==> config.mk <==
export PLATFORM = sky130hd
export DESIGN_NAME = clip_rectangle_stack
export DESIGN_NICKNAME = d
export VERILOG_FILES = /design/src/rtl/crs_pkg.sv /design/src/rtl/crs_ram.sv /design/src/rtl/clip_rectangle_stack.sv
export SDC_FILE = /design/constraint.sdc
export NUM_CORES = 2
export LEC_CHECK = 0
export ABC_CLOCK_PERIOD_IN_PS = 16200
export BUFFER_PORTS_ARGS = -buffer_cell sky130_fd_sc_hd__buf_4
export CAP_MARGIN = 10
export CORE_MARGIN = 2
export CORE_UTILIZATION = 25
export CTS_BUF_LIST = sky130_fd_sc_hd__clkbuf_8
export DETAILED_ROUTE_END_ITERATION = 8
export SLEW_MARGIN = 5
export SYNTH_ARGS = -nofsm -noshare
export SYNTH_HDL_FRONTEND = slang
export SYNTH_SLANG_ARGS = --single-unit
==> constraint.sdc <==
create_clock -name clk -period 16.2 [get_ports clk]
set_input_delay 3.24 -clock clk [delete_from_list [all_inputs] [get_ports clk]]
set_output_delay 3.24 -clock clk [all_outputs]
set_load 0.02 [all_outputs]
==> src/rtl/crs_pkg.sv <==
// ----------------------------------------------------------------------------
// crs_pkg
// Types, request and status codes and the per-axis clip function shared by
// the clip rectangle stack.
// ----------------------------------------------------------------------------
package crs_pkg;

    localparam int COORD_W = 16;
    localparam int CALC_W  = 18;
    localparam int SCR_W   = 13;

    typedef logic signed [COORD_W-1:0] coord_t;
    typedef logic signed [CALC_W-1:0]  calc_t;

    typedef enum logic [2:0] {
        REQ_PUSH_RECT   = 3'd0,
        REQ_PUSH_NOCLIP = 3'd1,
        REQ_POP         = 3'd2,
        REQ_CLIP_BOX    = 3'd3,
        REQ_VISIBLE     = 3'd4
    } req_type_t;

    typedef enum logic [1:0] {
        STATUS_OK        = 2'd0,
        STATUS_OVERFLOW  = 2'd1,
        STATUS_UNDERFLOW = 2'd2
    } status_t;

    localparam logic CFG_SCREEN_WIDTH  = 1'b0;
    localparam logic CFG_SCREEN_HEIGHT = 1'b1;

    typedef struct packed {
        logic [2:0] req_type;
        coord_t     rect_x;
        coord_t     rect_y;
        coord_t     rect_w;
        coord_t     rect_h;
    } req_t;

    typedef struct packed {
        coord_t     clipped_x;
        coord_t     clipped_y;
        coord_t     clipped_w;
        coord_t     clipped_h;
        logic       was_changed;
        logic       is_visible;
        logic [1:0] stack_status;
    } rsp_t;

    // Stored region entry: {bottom, right, top, left}
    typedef struct packed {
        coord_t bottom;
        coord_t right;
        coord_t top;
        coord_t left;
    } region_t;

    typedef struct packed {
        calc_t p;
        calc_t n;
    } axis_t;

    function automatic calc_t sext(input coord_t v);
        return {{(CALC_W-COORD_W){v[COORD_W-1]}}, v};
    endfunction

    // One axis: position p, length n, against edges lo..hi
    function automatic axis_t clip_axis(input calc_t p_in, input calc_t n_in,
                                        input calc_t lo, input calc_t hi);
        axis_t r;
        r.p = p_in;
        r.n = n_in;
        if (r.p < lo)
        begin
            r.n = r.n - (lo - r.p);
            if (r.n < 0)
            begin
                r.n = '0;
            end
            r.p = lo;
        end
        else if (r.p > hi)
        begin
            r.p = hi;
        end
        if ((r.p + r.n) > hi)
        begin
            r.n = (r.p < hi) ? (hi - r.p) : '0;
        end
        return r;
    endfunction

endpackage

==> src/rtl/crs_ram.sv <==
// ----------------------------------------------------------------------------
// crs_ram
// Generic single-write, single-read synchronous RAM with registered read.
// ----------------------------------------------------------------------------
module crs_ram #(
    parameter int WIDTH = 64,
    parameter int DEPTH = 16
) (
    input  logic                     clk,
    input  logic                     wr_en,
    input  logic [$clog2(DEPTH)-1:0] wr_addr,
    input  logic [WIDTH-1:0]         wr_data,
    input  logic [$clog2(DEPTH)-1:0] rd_addr,
    output logic [WIDTH-1:0]         rd_data
);

    logic [WIDTH-1:0] mem [DEPTH];

    always_ff @(posedge clk)
    begin
        if (wr_en)
        begin
            mem[wr_addr] <= wr_data;
        end
        rd_data <= mem[rd_addr];
    end

endmodule

==> src/rtl/clip_rectangle_stack.sv <==
// ----------------------------------------------------------------------------
// clip_rectangle_stack
// Bounded stack of clip regions with push, pop, clip-box and visible test.
// ----------------------------------------------------------------------------
//  Port group | Direction | Handshake         | Beat
//  in_*       | in        | in_valid/in_stall | one request (crs_pkg::req_t)
//  out_*      | out       | out_valid/out_stall | one response (crs_pkg::rsp_t)
//  cfg_*      | in        | cfg_wr_en         | one screen size register
//
//  Two steps per request: the idle step reads the top level from the RAM,
//  the compute step clips, updates the stack and loads the response register.
//  After reset the stack sits at the base level (no clip); no clearing pass.
//  A stalled response holds the block in its compute step until taken;
//  a new request is taken while a finished response waits.
// ----------------------------------------------------------------------------
module clip_rectangle_stack #(
    parameter int MAX_LEVEL = 15
) (
    input  logic                        clk,
    input  logic                        rst_n,
    input  logic                        in_valid,
    output logic                        in_stall,
    input  crs_pkg::req_t               in_data,
    output logic                        out_valid,
    input  logic                        out_stall,
    output crs_pkg::rsp_t               out_data,
    input  logic                        cfg_wr_en,
    input  logic                        cfg_index,
    input  logic [crs_pkg::SCR_W-1:0]   cfg_data
);

    localparam int DEPTH = MAX_LEVEL + 1;
    localparam int PTR_W = $clog2(DEPTH);
    localparam logic [PTR_W-1:0] MAX_PTR = PTR_W'(MAX_LEVEL);
    localparam int REG_W = $bits(crs_pkg::region_t);

    typedef enum logic {
        ST_IDLE,
        ST_CALC
    } state_t;

    state_t                     state_reg;
    logic [PTR_W-1:0]           ptr_reg;
    logic [DEPTH-1:0]           has_reg;
    crs_pkg::req_t              req_reg;
    crs_pkg::rsp_t              rsp_reg;
    logic                       out_valid_reg;
    logic [crs_pkg::SCR_W-1:0]  width_reg;
    logic [crs_pkg::SCR_W-1:0]  height_reg;

    crs_pkg::region_t           top_rd;
    logic [REG_W-1:0]           rd_data;
    crs_pkg::region_t           wr_region;
    logic                       wr_en;
    logic [PTR_W-1:0]           ptr_inc;

    logic                       fire;
    logic                       top_has;
    crs_pkg::calc_t             lo_x, hi_x, lo_y, hi_y;
    crs_pkg::calc_t             scr_r, scr_b;
    crs_pkg::calc_t             x, y, w, h, xw, yh;
    crs_pkg::axis_t             ax, ay;
    crs_pkg::calc_t             push_r, push_b;

    crs_pkg::rsp_t              rsp_next;
    logic [PTR_W-1:0]           ptr_next;
    logic [DEPTH-1:0]           has_next;

    assign in_stall  = (state_reg != ST_IDLE);
    assign out_valid = out_valid_reg;
    assign out_data  = rsp_reg;
    assign fire      = (state_reg == ST_CALC) && (!out_valid_reg || !out_stall);
    assign ptr_inc   = ptr_reg + 1'b1;
    assign top_rd    = crs_pkg::region_t'(rd_data);

    crs_ram #(
        .WIDTH (REG_W),
        .DEPTH (DEPTH)
    ) u_region_ram (
        .clk     (clk),
        .wr_en   (wr_en),
        .wr_addr (ptr_inc),
        .wr_data (wr_region),
        .rd_addr (ptr_reg),
        .rd_data (rd_data)
    );

    always_comb
    begin
        top_has = has_reg[ptr_reg];
        scr_r   = crs_pkg::calc_t'({1'b0, width_reg}) - crs_pkg::calc_t'(1);
        scr_b   = crs_pkg::calc_t'({1'b0, height_reg}) - crs_pkg::calc_t'(1);
        if (top_has)
        begin
            lo_x = crs_pkg::sext(top_rd.left);
            hi_x = crs_pkg::sext(top_rd.right);
            lo_y = crs_pkg::sext(top_rd.top);
            hi_y = crs_pkg::sext(top_rd.bottom);
        end
        else
        begin
            lo_x = '0;
            hi_x = scr_r;
            lo_y = '0;
            hi_y = scr_b;
        end

        x  = crs_pkg::sext(req_reg.rect_x);
        y  = crs_pkg::sext(req_reg.rect_y);
        w  = crs_pkg::sext(req_reg.rect_w);
        h  = crs_pkg::sext(req_reg.rect_h);
        xw = x + w;
        yh = y + h;

        ax = crs_pkg::clip_axis(x, w, lo_x, hi_x);
        ay = crs_pkg::clip_axis(y, h, lo_y, hi_y);
        push_r = ax.p + ax.n;
        push_b = ay.p + ay.n;

        rsp_next  = '0;
        ptr_next  = ptr_reg;
        has_next  = has_reg;
        wr_en     = 1'b0;
        wr_region = '0;

        unique case (req_reg.req_type)
            crs_pkg::REQ_PUSH_RECT,
            crs_pkg::REQ_PUSH_NOCLIP:
            begin
                if (ptr_reg == MAX_PTR)
                begin
                    rsp_next.stack_status = crs_pkg::STATUS_OVERFLOW;
                end
                else
                begin
                    ptr_next = ptr_inc;
                    if (req_reg.req_type == crs_pkg::REQ_PUSH_RECT)
                    begin
                        has_next[ptr_inc] = 1'b1;
                        wr_en = fire;
                        if ((w > 0) && (h > 0))
                        begin
                            wr_region.left   = ax.p[crs_pkg::COORD_W-1:0];
                            wr_region.top    = ay.p[crs_pkg::COORD_W-1:0];
                            wr_region.right  = push_r[crs_pkg::COORD_W-1:0];
                            wr_region.bottom = push_b[crs_pkg::COORD_W-1:0];
                        end
                        else
                        begin
                            wr_region.right  = scr_r[crs_pkg::COORD_W-1:0];
                            wr_region.bottom = scr_b[crs_pkg::COORD_W-1:0];
                        end
                    end
                    else
                    begin
                        has_next[ptr_inc] = 1'b0;
                    end
                end
            end
            crs_pkg::REQ_POP:
            begin
                if (ptr_reg != '0)
                begin
                    ptr_next = ptr_reg - 1'b1;
                end
                else
                begin
                    rsp_next.stack_status = crs_pkg::STATUS_UNDERFLOW;
                end
            end
            crs_pkg::REQ_CLIP_BOX:
            begin
                rsp_next.clipped_x   = ax.p[crs_pkg::COORD_W-1:0];
                rsp_next.clipped_y   = ay.p[crs_pkg::COORD_W-1:0];
                rsp_next.clipped_w   = ax.n[crs_pkg::COORD_W-1:0];
                rsp_next.clipped_h   = ay.n[crs_pkg::COORD_W-1:0];
                rsp_next.was_changed = (ax.p != x) || (ay.p != y) ||
                                       (ax.n != w) || (ay.n != h);
            end
            crs_pkg::REQ_VISIBLE:
            begin
                rsp_next.is_visible = (xw > 0) && (yh > 0) &&
                    (!top_has || ((x < hi_x) && (xw > lo_x) &&
                                  (y < hi_y) && (yh > lo_y)));
            end
            default:
            begin
                rsp_next = '0;
            end
        endcase
    end

    always_ff @(posedge clk or negedge rst_n)
    begin
        if (!rst_n)
        begin
            state_reg     <= ST_IDLE;
            ptr_reg       <= '0;
            has_reg       <= '0;
            req_reg       <= '0;
            rsp_reg       <= '0;
            out_valid_reg <= 1'b0;
            width_reg     <= crs_pkg::SCR_W'(640);
            height_reg    <= crs_pkg::SCR_W'(480);
        end
        else
        begin
            if (cfg_wr_en)
            begin
                unique case (cfg_index)
                    crs_pkg::CFG_SCREEN_WIDTH:  width_reg  <= cfg_data;
                    crs_pkg::CFG_SCREEN_HEIGHT: height_reg <= cfg_data;
                    default: ;
                endcase
            end

            if (out_valid_reg && !out_stall && !fire)
            begin
                out_valid_reg <= 1'b0;
            end

            unique case (state_reg)
                ST_IDLE:
                begin
                    if (in_valid)
                    begin
                        req_reg   <= in_data;
                        state_reg <= ST_CALC;
                    end
                end
                ST_CALC:
                begin
                    if (fire)
                    begin
                        rsp_reg       <= rsp_next;
                        out_valid_reg <= 1'b1;
                        ptr_reg       <= ptr_next;
                        has_reg       <= has_next;
                        state_reg     <= ST_IDLE;
                    end
                end
                default:
                begin
                    state_reg <= ST_IDLE;
                end
            endcase
        end
    end

endmodule

==> run_results.csv <==
group,metric,value,unit
synthesis,synth-seq-cells,1271,
place,hpwl,154000,um
floorplanning,io_pins,156,
timing,slew_violations,0,
floorplanning,core_area,254000,um2
global_routing,grt_max_degree,104,
setup_path,crit_type,"flip-flop to flip-flop",
place,port_buffers,155,
synthesis,syn_nets,5046,
finish,final_common_cell,"edfxtp_1",
detailed_routing,drt_iter0_markers,4628,
outcome,status,"completed",
setup_path,startpoint_type,"flip-flop",
cts,clkLatencyLatePin,0.97,ns
global_routing,grt_util_met3,3.35,%
hold_path,hold_depth,2,
setup_path,crit_path_top_delay_cell,"dfrtp_4",
synthesis,async_flop_share,14.4,%
synthesis,synth_cell_types,105,
detailed_routing,vias,42800,
cts,cts_tree,"yes",
synthesis,synth-warning-count,0,
global_routing,use_met2,27.3,%
cts,cts_buffer_depth,3,
setup_path,max_stage_delay,0.88,ns
setup_path,rr_startpoint,"ptr_reg[1]",
finish,largest_register,"u_region_ram.mem",
finish,mostFrequentLayoutCells,"1024 x edfxtp_1, 366 x inv_1, 322 x mux4_2, 320 x ha_1, 290 x nand2_1",
floorplanning,initial_core_util,25.1,%
hold_path,hold_end,"out_data[57]",
global_routing,grt_antenna_before_repair,11,
synthesis,synthFlopType,"edfxtp_1",
setup_path,crit_required,16.82,ns
timing,hold_violations,0,
setup_path,crit_top_cell,"o21ai_0",
cts,postCtsHoldBufs,0,
floorplanning,die_y,509,um
timing,max_freq,65.5,MHz
detailed_routing,post_drt_wl_per_cell,26.3,um
cts,htree_levels,4,
cts,path_clk_slew,0.06,ns
global_routing,use_met1,21.9,%
hold_path,hp-start,"out_data[57]",
synthesis,synth-edff-count,1024,
flow_run,cap_violations,0,
detailed_routing,wirelength,222000,um
global_routing,grt_remaining_overflow,0,
timing,setup_tns,0,ns
cts,clock-root-buffer,"clkbuf_8",
synthesis,synth.cell_area,63800,um2
setup_path,crit_arrival,15.89,ns
finish,largest_reg_flops,1024,
finish,area_growth,15.5,%
setup_path,ff2ff_path_depth,54,
detailed_routing,ant_nets,0,
timing,setup_viol_count_final,0,
floorplanning,rows,185,
global_routing,grt_pass1_vias,42500,
global_routing,grt_first_pass_wirelength,314000,um
timing,period_share,94.3,%
global_routing,track_usage,16.7,%
place,gp_congestion,1.00,
floorplanning,dieArea,259000,um2
timing,worstMarginPinSlew,1.26,ns
synthesis,post_synth.cell_area_avg,13.9,um2
floorplanning,die_width,509,um
cts,cts_sinks,1271,
cts,cts_made_buffers,192,
detailed_routing,drc,0,
finish,drive_gt1_share,20.0,%
synthesis,postSynthCellCount,4600,
setup_path,reg2reg_to,"u_region_ram.mem[13][60]",
synthesis,ys_seq_area_share,57.4,%
timing,finClkSkew,0.0837,ns
timing,fin_crit,15.27,ns
setup_path,r2r_slack,0.93,ns
detailed_routing,viasPerCell,5.07,
setup_path,cp_max_fo,37,
timing,rsz0062_at_grt,"false",
hold_path,hold_path_class,"flip-flop to flip-flop",
setup_path,critPathCaptureType,"flip-flop",
timing,maxSlewHeadroom,15.6,%
global_routing,top_usage_layer,"met2",
detailed_routing,drtPass1Iterations,7,
finish,nets,5343,
worst max-delay path by stage:
stage	slack, ns	to	start
final	0.93	u_region_ram.mem[13][60]	ptr_reg[1]
after global routing	0.05	u_region_ram.mem[13][46]	ptr_reg[1]
after CTS	0.26	u_region_ram.mem[7][62]	ptr_reg[1]
after detailed placement	0.32	u_region_ram.mem[14][63]	ptr_reg[1]
after global placement	0.13	u_region_ram.mem[6][63]	ptr_reg[1]
after floorplan	3.33	u_region_ram.mem[0][47]	ptr_reg[1]
worst max-delay path, delay by kind of cell, from the launching register on:
family	cells	cell delay, ns
muxes	4	1.98
DFF	1	0.88
adders and majority gates	5	1.58
buffers and inverters	5	1.46
and+or+nand+nor	14	3.21
xor gates and xnor gates	2	0.18
AOI/OAI and AO/OA	24	5.61
synthesized netlist by cell type (all sizes together) (25+ instances only):
cell    number  share of area [%]
mux2        41               0.73
a31oi       29               0.28
clkbuf     147               0.86
nand4       30               0.29
nor4        32               0.33
o21bai      26               0.31
dfrtp      177                6.9
a211oi      65               0.81
nor2       239                1.4
a22o        41               0.56
nand3       57               0.45
xor2        41               0.56
o22ai       26               0.25
mux2i       30               0.52
nand2b      25               0.25
a21o        72               0.85
mux4       322                 11
nor3        63               0.50
o21a        31               0.37
a21oi      211                1.7
buf         39               0.30
xnor2      156                2.1
fa          40                1.3
o21ai      286                2.2
nor2b       39               0.38
edfxtp    1024                 48
dfxtp       64                2.0
ha         320                6.3
nand2      294                1.7
inv        308                1.8
what timing repair did:
action	4_1_cts	5_1_grt
setup buffers	0	1
endpoints found under the setup margin	0	144
resized for setup	0	5
per-layer routing:
layer | vias up | part of all wire, %
li1 | 18400 | -
met1 | 22100 | 41
met2 | 1906 | 47
met3 | 383 | 7.7
met4 | 0 | 4.2
met5 | - | 0
stage by stage:
step / setup WS [ns] / hold slack (ns) / utilization, % / area (um2) / std cells
2_1_floorplan: 3.33 / 0.469 / - / 63800 / 4600
3_3_place_gp: 0.134 / 0.478 / 27.4 / 69700 / 8065
3_5_place_dp: 0.319 / 0.479 / 27.5 / 69700 / 8067
4_1_cts: 0.258 / 0.497 / 29.0 / 73600 / 8425
5_1_grt: 0.0478 / 0.519 / 29.0 / 73700 / 8430
6_report: 0.930 / 0.492 / 29.0 / 73700 / 8440
kinds of logic (layout without fill, tap and decap cells):
kind of cell / Yosys count / in the layout / synth area share, %
xor gates and xnor gates: 199 / 199 / 2.77
DFF: 1271 / 1271 / 57.4
adders and majority gates: 363 / 363 / 7.57
AOI/OAI and AO/OA: 983 / 983 / 10.1
other: 0 / 13 / 0
and+or+nand+nor: 896 / 896 / 6.65
buffers and inverters: 495 / 956 / 2.98
muxes: 393 / 393 / 12.6
final cells by class:
type	instances	area (um2)
Multi-Input combinational cell	2834	25500
Tap cell	3366	4210
Clock buffer	222	3060
Inverter	309	1160
Fill cell	25500	180000
Antenna cell	13	32.5
Clock inverter	136	872
Sequential cell	1271	36600
Timing Repair Buffer	289	2220
Power is not shown: default switching activity piles up to over one toggle a cycle in this logic, so the estimate is an artifact.
